==> src/rtl/core/fwm_pkg.sv <==
`timescale 1ns / 1ps
package fwm_pkg;

	// Sample and gain format: signed Q8.24
	localparam int DATA_W = 32;
	localparam int FRAC_W = 24;

	typedef logic [DATA_W-1:0] word_t;

	// Configuration register indexes
	typedef enum logic {
		REG_SHORT_GAIN = 1'b0,
		REG_LONG_GAIN  = 1'b1
	} reg_idx_t;

	// Partial window sums handed from cell to cell
	typedef struct packed {
		word_t short_sum;
		word_t long_sum;
	} sums_t;

	// Count how often the sample of a given age enters a window sum.
	// Ring reads k = 2 .. last_k past the write slot land on age (-k mod depth).
	function automatic int tap_count(int depth, int last_k, int age);
		int cnt;
		int pos;
		int k;
		cnt = 0;
		pos = depth - 1;
		for (k = 2; k <= last_k; k++) begin
			if (pos == 0) begin
				pos = depth - 1;
			end else begin
				pos = pos - 1;
			end
			if (pos == age) begin
				cnt = cnt + 1;
			end
		end
		return cnt;
	endfunction

endpackage

==> src/rtl/core/fwm_cell.sv <==
`timescale 1ns / 1ps
module fwm_cell #(
	parameter int COEF_SHORT = 0,
	parameter int COEF_LONG  = 0
) (
	input  logic           clk,
	input  logic           arst_n,
	input  logic           shift,
	input  fwm_pkg::word_t sample,
	input  fwm_pkg::sums_t carry_in,
	output fwm_pkg::sums_t carry_out
);
	import fwm_pkg::*;

	localparam word_t MUL_SHORT = word_t'(COEF_SHORT);
	localparam word_t MUL_LONG  = word_t'(COEF_LONG);

	sums_t part_q;
	word_t term_short;
	word_t term_long;

	// Weight the new sample by how often its age is tapped
	assign term_short = word_t'(sample * MUL_SHORT);
	assign term_long  = word_t'(sample * MUL_LONG);

	// Add own term to the neighbor's partial sum on each request
	always_ff @(posedge clk or negedge arst_n) begin
		if (!arst_n) begin
			part_q <= '0;
		end else if (shift) begin
			part_q.short_sum <= term_short + carry_in.short_sum;
			part_q.long_sum  <= term_long + carry_in.long_sum;
		end
	end

	assign carry_out = part_q;

endmodule

==> config.mk <==
export PLATFORM = sky130hd
export DESIGN_NAME = fwm_cell
export DESIGN_NICKNAME = d
export VERILOG_FILES = /design/src/rtl/core/fwm_pkg.sv /design/src/rtl/core/fwm_cell.sv
export SDC_FILE = /design/constraint.sdc
export NUM_CORES = 1
export LEC_CHECK = 0
export ABC_AREA = 1
export BUFFER_PORTS_ARGS = -buffer_cell sky130_fd_sc_hd__buf_2
export CAP_MARGIN = 20
export CORE_ASPECT_RATIO = 1.2
export CORE_MARGIN = 2
export CORE_UTILIZATION = 41
export DETAILED_ROUTE_END_ITERATION = 12
export PLACE_DENSITY = 0.83
export SYNTH_ARGS = -nofsm -noshare
export SYNTH_HDL_FRONTEND = slang
export SYNTH_SLANG_ARGS = --single-unit
==> constraint.sdc <==
create_clock -name clk -period 0.85 [get_ports clk]
set_clock_uncertainty 0.15 [all_clocks]
set_input_delay 0.17 -clock clk [delete_from_list [all_inputs] [get_ports clk]]
set_output_delay 0.17 -clock clk [all_outputs]
set_load 0.1 [all_outputs]
==> run_results.csv, run 1 <==
group,metric,value,unit
power_and_ir_drop,swShare,0.416,
yosys,ys_seq_elements,64,
worst_setup_path,crit_buf_inv,1,
timing,min_period,1.36,ns
drt,drc,0,
placement,dp_hpwl,5240,µm
placement,numPortBuffers,130,
timing,layout_setup_ws,-0.512,ns
yosys,yosys.cell_types.count,6,
worst_setup_path,slowest_delay,0.51,ns
final_layout,final_common_cell,"nand2_1",
yosys,syn-instance-count,270,
hold_path,hp-start,"carry_in[4]",
drt,vias_per_cell,5.17,
clock_tree,numCtsBuffers,9,
final_layout,drive_above_1_share,0.688,
worst_setup_path,worstSetupEndpointType,"primary output",
power_and_ir_drop,p_sw,4450,µW
final_layout,layout_common_cells,"nand2_1 (98), nand2_2 (85), buf_12 (69), dfrtp_4 (64), buf_2 (57)",
power_and_ir_drop,p_clk_frac,0.218,
placement,gp_congestion,0.729,
hold_path,whs_path_depth,3,
clock_tree,cts.sinks,64,
final_layout,n_fill_cell,147,
power_and_ir_drop,vdd_drop_max,1.32,mV
final_layout,multi_input_area,1000,µm²
worst_setup_path,path_class,"reg2out",
timing,worst_pin_slew,0.302,ns
timing,fmax,0.734,GHz
grt,grtUsageTotal,0.272,
drt,wire_per_inst,22.7,µm
flow_run,drv_cap,0,
drt,drt_iter0_drc,171,
floorplan,io_pins,163,
timing,fin_setup_tns,-36.32,ns
worst_setup_path,worst_path_max_delay_cell,"dfrtp_4",
worst_setup_path,crit_chain,"buf_12",
timing,holdWs,-0.103,ns
worst_setup_path,r2r_slack,-0.18,ns
grt,grt_pass1_vias,2785,
floorplan,die_x,74.5,µm
status,outcome,"finished, violations left",
final_layout,area_growth,122,%
drt,dr.pass1.iters,4,
power_and_ir_drop,power_density,1970,nW/µm²
floorplan,start_util,0.429,
final_layout,regArea,1840,µm²
grt,grt_max_degree,37,
hold_path,min_path_type,"in2reg",
clock_tree,root_buffer,"clkbuf_8",
drt,ant_nets,0,
hold_path,whs_endpoint,"carry_out[4]$_DFFE_PN0P_",
worst_setup_path,rr_startpoint,"carry_out[30]$_DFFE_PN0P_",
timing,fin_crit_sh,1.60,
placement,dp.cells,476,
grt,grt_pass1_wl,13200,µm
worst_setup_path,cp_data_arrival_time,1.04,ns
power_and_ir_drop,p_int,6230,µW
worst_setup_path,critPathLaunchType,"flip-flop",
drt,wirelength,12300,µm
yosys,syn_nets,369,
drt,via_count,2803,
worst_setup_path,critPathTopFamily,"flip-flops",
timing,finalMaxSlewViolations,0,
power_and_ir_drop,seqPwrFrac,0.364,
grt,antenna_found_initial,1,
power_and_ir_drop,p_leak,0.00261,µW
clock_tree,clk_latency,0.34,ns
worst_setup_path,critPathRequiredTime,0.53,ns
yosys,ys_warn_count,0,
timing,finalHoldViolCount,21,
final_layout,stdcell_count,542,
worst_setup_path,cp.depth,1,
status,failed_checks,"negative hold slack, negative setup slack",
yosys,syn_avg_cell_area,9.06,µm²
yosys,synth_seq_area_share,0.655,
final_layout,final_nets,557,
floorplan,rows,30,
floorplan,core,5710,µm²
timing,relSlewSlack,0.799,
final_layout,largest_reg_flops,64,
floorplan,die_area,6600,µm²
clock_tree,htree_levels,3,
timing,rsz0062_at_grt,"yes",
yosys,syn_area,2450,µm²
clock_tree,path_clk_slew,0.07,ns
clock_tree,cts_tree,"yes",
clock_tree,clk_path_buf_depth,2,
timing,finalSetupViolCount,128,
worst_setup_path,reg2reg_to,"carry_out[30]$_DFFE_PN0P_",
worst_setup_path,rr_worst_depth,3,
worst_setup_path,crit_fanout,2,
grt,overflow,0,
power_and_ir_drop,combPwrFrac,0.418,
floorplan,die_y,88.6,µm
==> cells by family after synthesis <==
group	share of synthesized area
AND/OR/NAND/NOR	0.295
flip-flops	0.655
buffers and inverters	0.0506
==> final cells by class <==
class	instances	share of cell area
Multi-Input combinational cell	192	0.184
Sequential cell	64	0.339
Timing Repair Buffer	190	0.428
Clock inverter	1	0.000922
Tap cell	80	0.0184
Inverter	1	0.000692
Clock buffer	13	0.0274
Antenna cell	1	0.000461
==> synthesized netlist by cell type <==
cell | instances | area [µm²]
buf_4 | 1 | 7.51
inv_2 | 1 | 3.75
buf_2 | 6 | 30.0
dfrtp_1 | 64 | 1600
clkbuf_8 | 6 | 82.6
nand2_1 | 192 | 721
==> what timing repair did <==
action	CTS	global route
gates resized for setup	25	100
pin swaps	1	9
gates cloned	0	0
hold endpoints to repair	128	23
hold buffers	42	1
setup buffers	4	15
endpoints found under the setup margin	117	128
==> per-stage QoR <==
step | hold slack, ns | cell area (µm²) | utilization | setup WS [ns] | power, µW
floorplan | -0.276 | 2690 | - | -0.167 | 6060
global placement | 0.0344 | 4410 | 0.773 | -0.128 | 7650
detailed placement | 0.0273 | 4410 | 0.773 | -0.179 | 7740
CTS | -0.104 | 5080 | 0.890 | -0.486 | 10100
global route | -0.105 | 5430 | 0.951 | -0.526 | 10900
finish | -0.103 | 5430 | 0.951 | -0.512 | 10700
==> per-layer routing <==
layer / global-route usage / vias up / wire length (µm)
met5: 0 / - / 0
met4: 0.0925 / 0 / 700
met3: 0.0774 / 62 / 842
met2: 0.520 / 178 / 6800
met1: 0.278 / 1385 / 3970
li1: - / 1178 / -
==> worst reg2reg max path, cell delays in order (launching register included) <==
cell and delay (ns):
dfrtp_4 0.50, buf_6 0.13, nand2_2 0.05, nand2_1 0.09
==> power groups by stage <==
| stage | Sequential (µW) | Clock [µW] | Combinational, µW |
|---|---|---|---|
| 2_1_floorplan | 5730 | 0 | 338 |
| 3_3_place_gp | 3830 | 0 | 3820 |
| 3_5_place_dp | 3860 | 0 | 3880 |
| 4_1_cts | 3810 | 2180 | 4090 |
| 5_1_grt | 3900 | 2430 | 4580 |
| 6_report | 3890 | 2330 | 4470 |
==> worst max-delay path by stage <==
| stage | startpoint | to | slack (ns) |
|---|---|---|---|
| floorplan | carry_out[0]$_DFFE_PN0P_ | carry_out[0]$_DFFE_PN0P_ | -0.17 |
| global placement | shift | carry_out[42]$_DFFE_PN0P_ | -0.13 |
| detailed placement | shift | carry_out[49]$_DFFE_PN0P_ | -0.18 |
| CTS | carry_out[20]$_DFFE_PN0P_ | carry_out[20] | -0.49 |
| global route | carry_out[13]$_DFFE_PN0P_ | carry_out[13] | -0.53 |
| finish | carry_out[21]$_DFFE_PN0P_ | carry_out[21] | -0.51 |
(Power assumes the default switching activity.)
==> run 2: changes to the inputs <==
Settings changed: ABC_AREA 1 to not set, CELL_PAD_IN_SITES_DETAIL_PLACEMENT set to 1, CELL_PAD_IN_SITES_GLOBAL_PLACEMENT set to 2, CORE_UTILIZATION 41 to 27, PLACE_DENSITY 0.83 to 0.82.
==> run_results.csv, run 2 <==
group,metric,value,unit
status,outcome,"finished, violations left",
status,failed_checks,"negative hold slack, negative setup slack",
placement,gp_congestion,0.685,
worst_setup_path,worst_path_max_delay_cell,"dfrtp_4",
drt,via_count,1735,
final_layout,final_common_cell,"buf_12",
yosys,syn_nets,234,
flow_run,drv_cap,0,
clock_tree,cts.sinks,64,
clock_tree,numCtsBuffers,9,
clock_tree,clk_latency,0.31,ns
drt,ant_nets,0,
power_and_ir_drop,seqPwrFrac,0.313,
yosys,syn_avg_cell_area,19.8,µm²
power_and_ir_drop,vdd_drop_max,1.13,mV
power_and_ir_drop,p_clk_frac,0.314,
power_and_ir_drop,power_density,2430,nW/µm²
timing,min_period,1.31,ns
floorplan,die_area,10700,µm²
yosys,netlist_top_cells_area,"dfrtp_1 (60%), mux2_4 (34%), buf_12 (4.5%)",
floorplan,rows,39,
clock_tree,clk_path_buf_depth,2,
power_and_ir_drop,p_leak,0.00237,µW
floorplan,start_util,0.279,
grt,antenna_found_initial,0,
power_and_ir_drop,p_sw,4380,µW
final_layout,drive_above_1_share,0.993,
timing,layout_setup_ws,-0.458,ns
worst_setup_path,crit_fanout,2,
power_and_ir_drop,p_int,8170,µW
placement,dp.cells,388,
final_layout,final_nets,392,
drt,dr.pass1.iters,3,
timing,holdWs,-0.0682,ns
clock_tree,root_buffer,"clkbuf_16",
hold_path,min_path_type,"in2reg",
timing,rsz0062_at_grt,"yes",
final_layout,largest_reg_flops,64,
yosys,yosys.cell_types.count,5,
timing,fin_crit_sh,1.54,
final_layout,stdcell_count,420,
yosys,yosys.area.top_type,"dfrtp_1",
final_layout,n_fill_cell,881,
drt,wirelength,7200,µm
floorplan,io_pins,163,
final_layout,area_growth,92.9,%
power_and_ir_drop,p_total,12600,µW
timing,fmax,0.765,GHz
drt,drc,0,
clock_tree,htree_levels,3,
worst_setup_path,worstSetupEndpointType,"primary output",
placement,dp_hpwl,5410,µm
drt,vias_per_cell,4.13,
floorplan,die_x,94.9,µm
grt,top_usage_layer,"met2",
drt,drt_iter0_drc,42,
clock_tree,cts_tree,"yes",
yosys,syn_area,2680,µm²
clock_tree,path_clk_slew,0.05,ns
floorplan,die_y,113,µm
grt,grt_use_met2,0.235,
yosys,synth_edf_count,0,
power_and_ir_drop,combPwrFrac,0.373,
final_layout,layout_common_cells,"buf_12 (67), buf_2 (65), dfrtp_4 (64), mux2_4 (61), buf_6 (16)",
timing,worst_pin_slew,0.200,ns
yosys,syn-instance-count,135,
yosys,synth_ff_type,"dfrtp_1",
yosys,ys_seq_elements,64,
placement,numPortBuffers,130,
yosys,synth_top_area_frac,0.598,
timing,finalMaxSlewViolations,0,
grt,grt_pass1_vias,2126,
worst_setup_path,crit_buf_inv,1,
yosys,ys_warn_count,0,
grt,grt_pass1_wl,11400,µm
grt,gr-usage-met3,0.0433,
yosys,synth_common_cells,"dfrtp_1 (64), mux2_4 (60), buf_12 (6)",
grt,overflow,0,
grt,grtUsageTotal,0.140,
worst_setup_path,critPathLaunchType,"flip-flop",
worst_setup_path,critPathTopFamily,"flip-flops",
worst_setup_path,path_class,"reg2out",
power_and_ir_drop,swShare,0.349,
grt,grt_max_degree,33,
drt,wire_per_inst,17.2,µm
worst_setup_path,cp_data_arrival_time,0.99,ns
worst_setup_path,crit_chain,"buf_12",
worst_setup_path,slowest_delay,0.49,ns
worst_setup_path,r2r_slack,-0.29,ns
timing,relSlewSlack,0.867,
grt,grt_use_met1,0.173,
floorplan,core,9610,µm²
final_layout,diodes,0,
yosys,async_flop_share,1.00,
worst_setup_path,critPathRequiredTime,0.53,ns
timing,finalHoldViolCount,64,
timing,finalSetupViolCount,128,
yosys,synth_seq_area_share,0.598,
yosys,synth_most_common_cell,"dfrtp_1",
==> run 2: what timing repair did <==
item                                    4_1_cts  5_1_grt
endpoints found under the setup margin      128      166
endpoints found under the hold margin       128      128
gates resized for setup                      14       15
setup buffers                                14       12
hold buffers                                  1        1
==> run 2: power by group through the flow <==
stage	Sequential (µW)	Clock, µW	Combinational, µW
after floorplan	6080	0	619
after CTS	3930	4060	4700
after global routing	3970	4140	4820
after global placement	3960	0	4470
final	3930	3940	4690
after detailed placement	3980	0	4550
==> run 2: path summary, 6_finish.rpt <==
path                                           start                         to  cells after the start
setup / recovery            carry_out[8]$_DFFE_PN0P_               carry_out[8]                      1
hold / removal                           carry_in[7]   carry_out[7]$_DFFE_PN0P_                      2
setup reg to reg            carry_out[8]$_DFFE_PN0P_   carry_out[8]$_DFFE_PN0P_                      2
hold reg to reg            carry_out[20]$_DFFE_PN0P_  carry_out[20]$_DFFE_PN0P_                      1
max in group asynchronous                     arst_n  carry_out[60]$_DFFE_PN0P_                      3
min in group asynchronous                     arst_n  carry_out[62]$_DFFE_PN0P_                      3
==> run 2: cells by family after synthesis <==
kind of cell | Yosys count | share of synthesized area
DFF | 64 | 0.598
buffers and inverters | 7 | 0.0490
muxes | 64 | 0.353
==> run 2: final cells by class <==
class / count / area, µm² / share of cell area
multi-input cells: 64 / 950 / 0.184
clock buffers: 12 / 256 / 0.0496
clock inverters: 3 / 65.1 / 0.0126
repair buffers: 154 / 1900 / 0.368
flip-flops and latches: 64 / 1840 / 0.356
well taps: 123 / 154 / 0.0298
==> run 2: layer usage <==
metal  wire [µm]  vias to the layer above
met4          83                        0
met2        3700                       89
li1            -                      785
met5           0                        -
met3         560                        8
met1        2860                      853
==> run 2: through the flow <==
stage / area, µm² / hold slack (ns) / TNS [ns] / setup WS [ns] / util
after floorplan: 2920 / -0.276 / -25.03 / -0.327 / -
after global placement: 4650 / 0.0374 / -25.90 / -0.329 / 0.483
after detailed placement: 4650 / 0.0370 / -27.89 / -0.365 / 0.483
after CTS: 5130 / -0.0829 / -44.02 / -0.476 / 0.534
after global routing: 5170 / -0.0730 / -43.91 / -0.479 / 0.538
final: 5170 / -0.0682 / -41.56 / -0.458 / 0.538
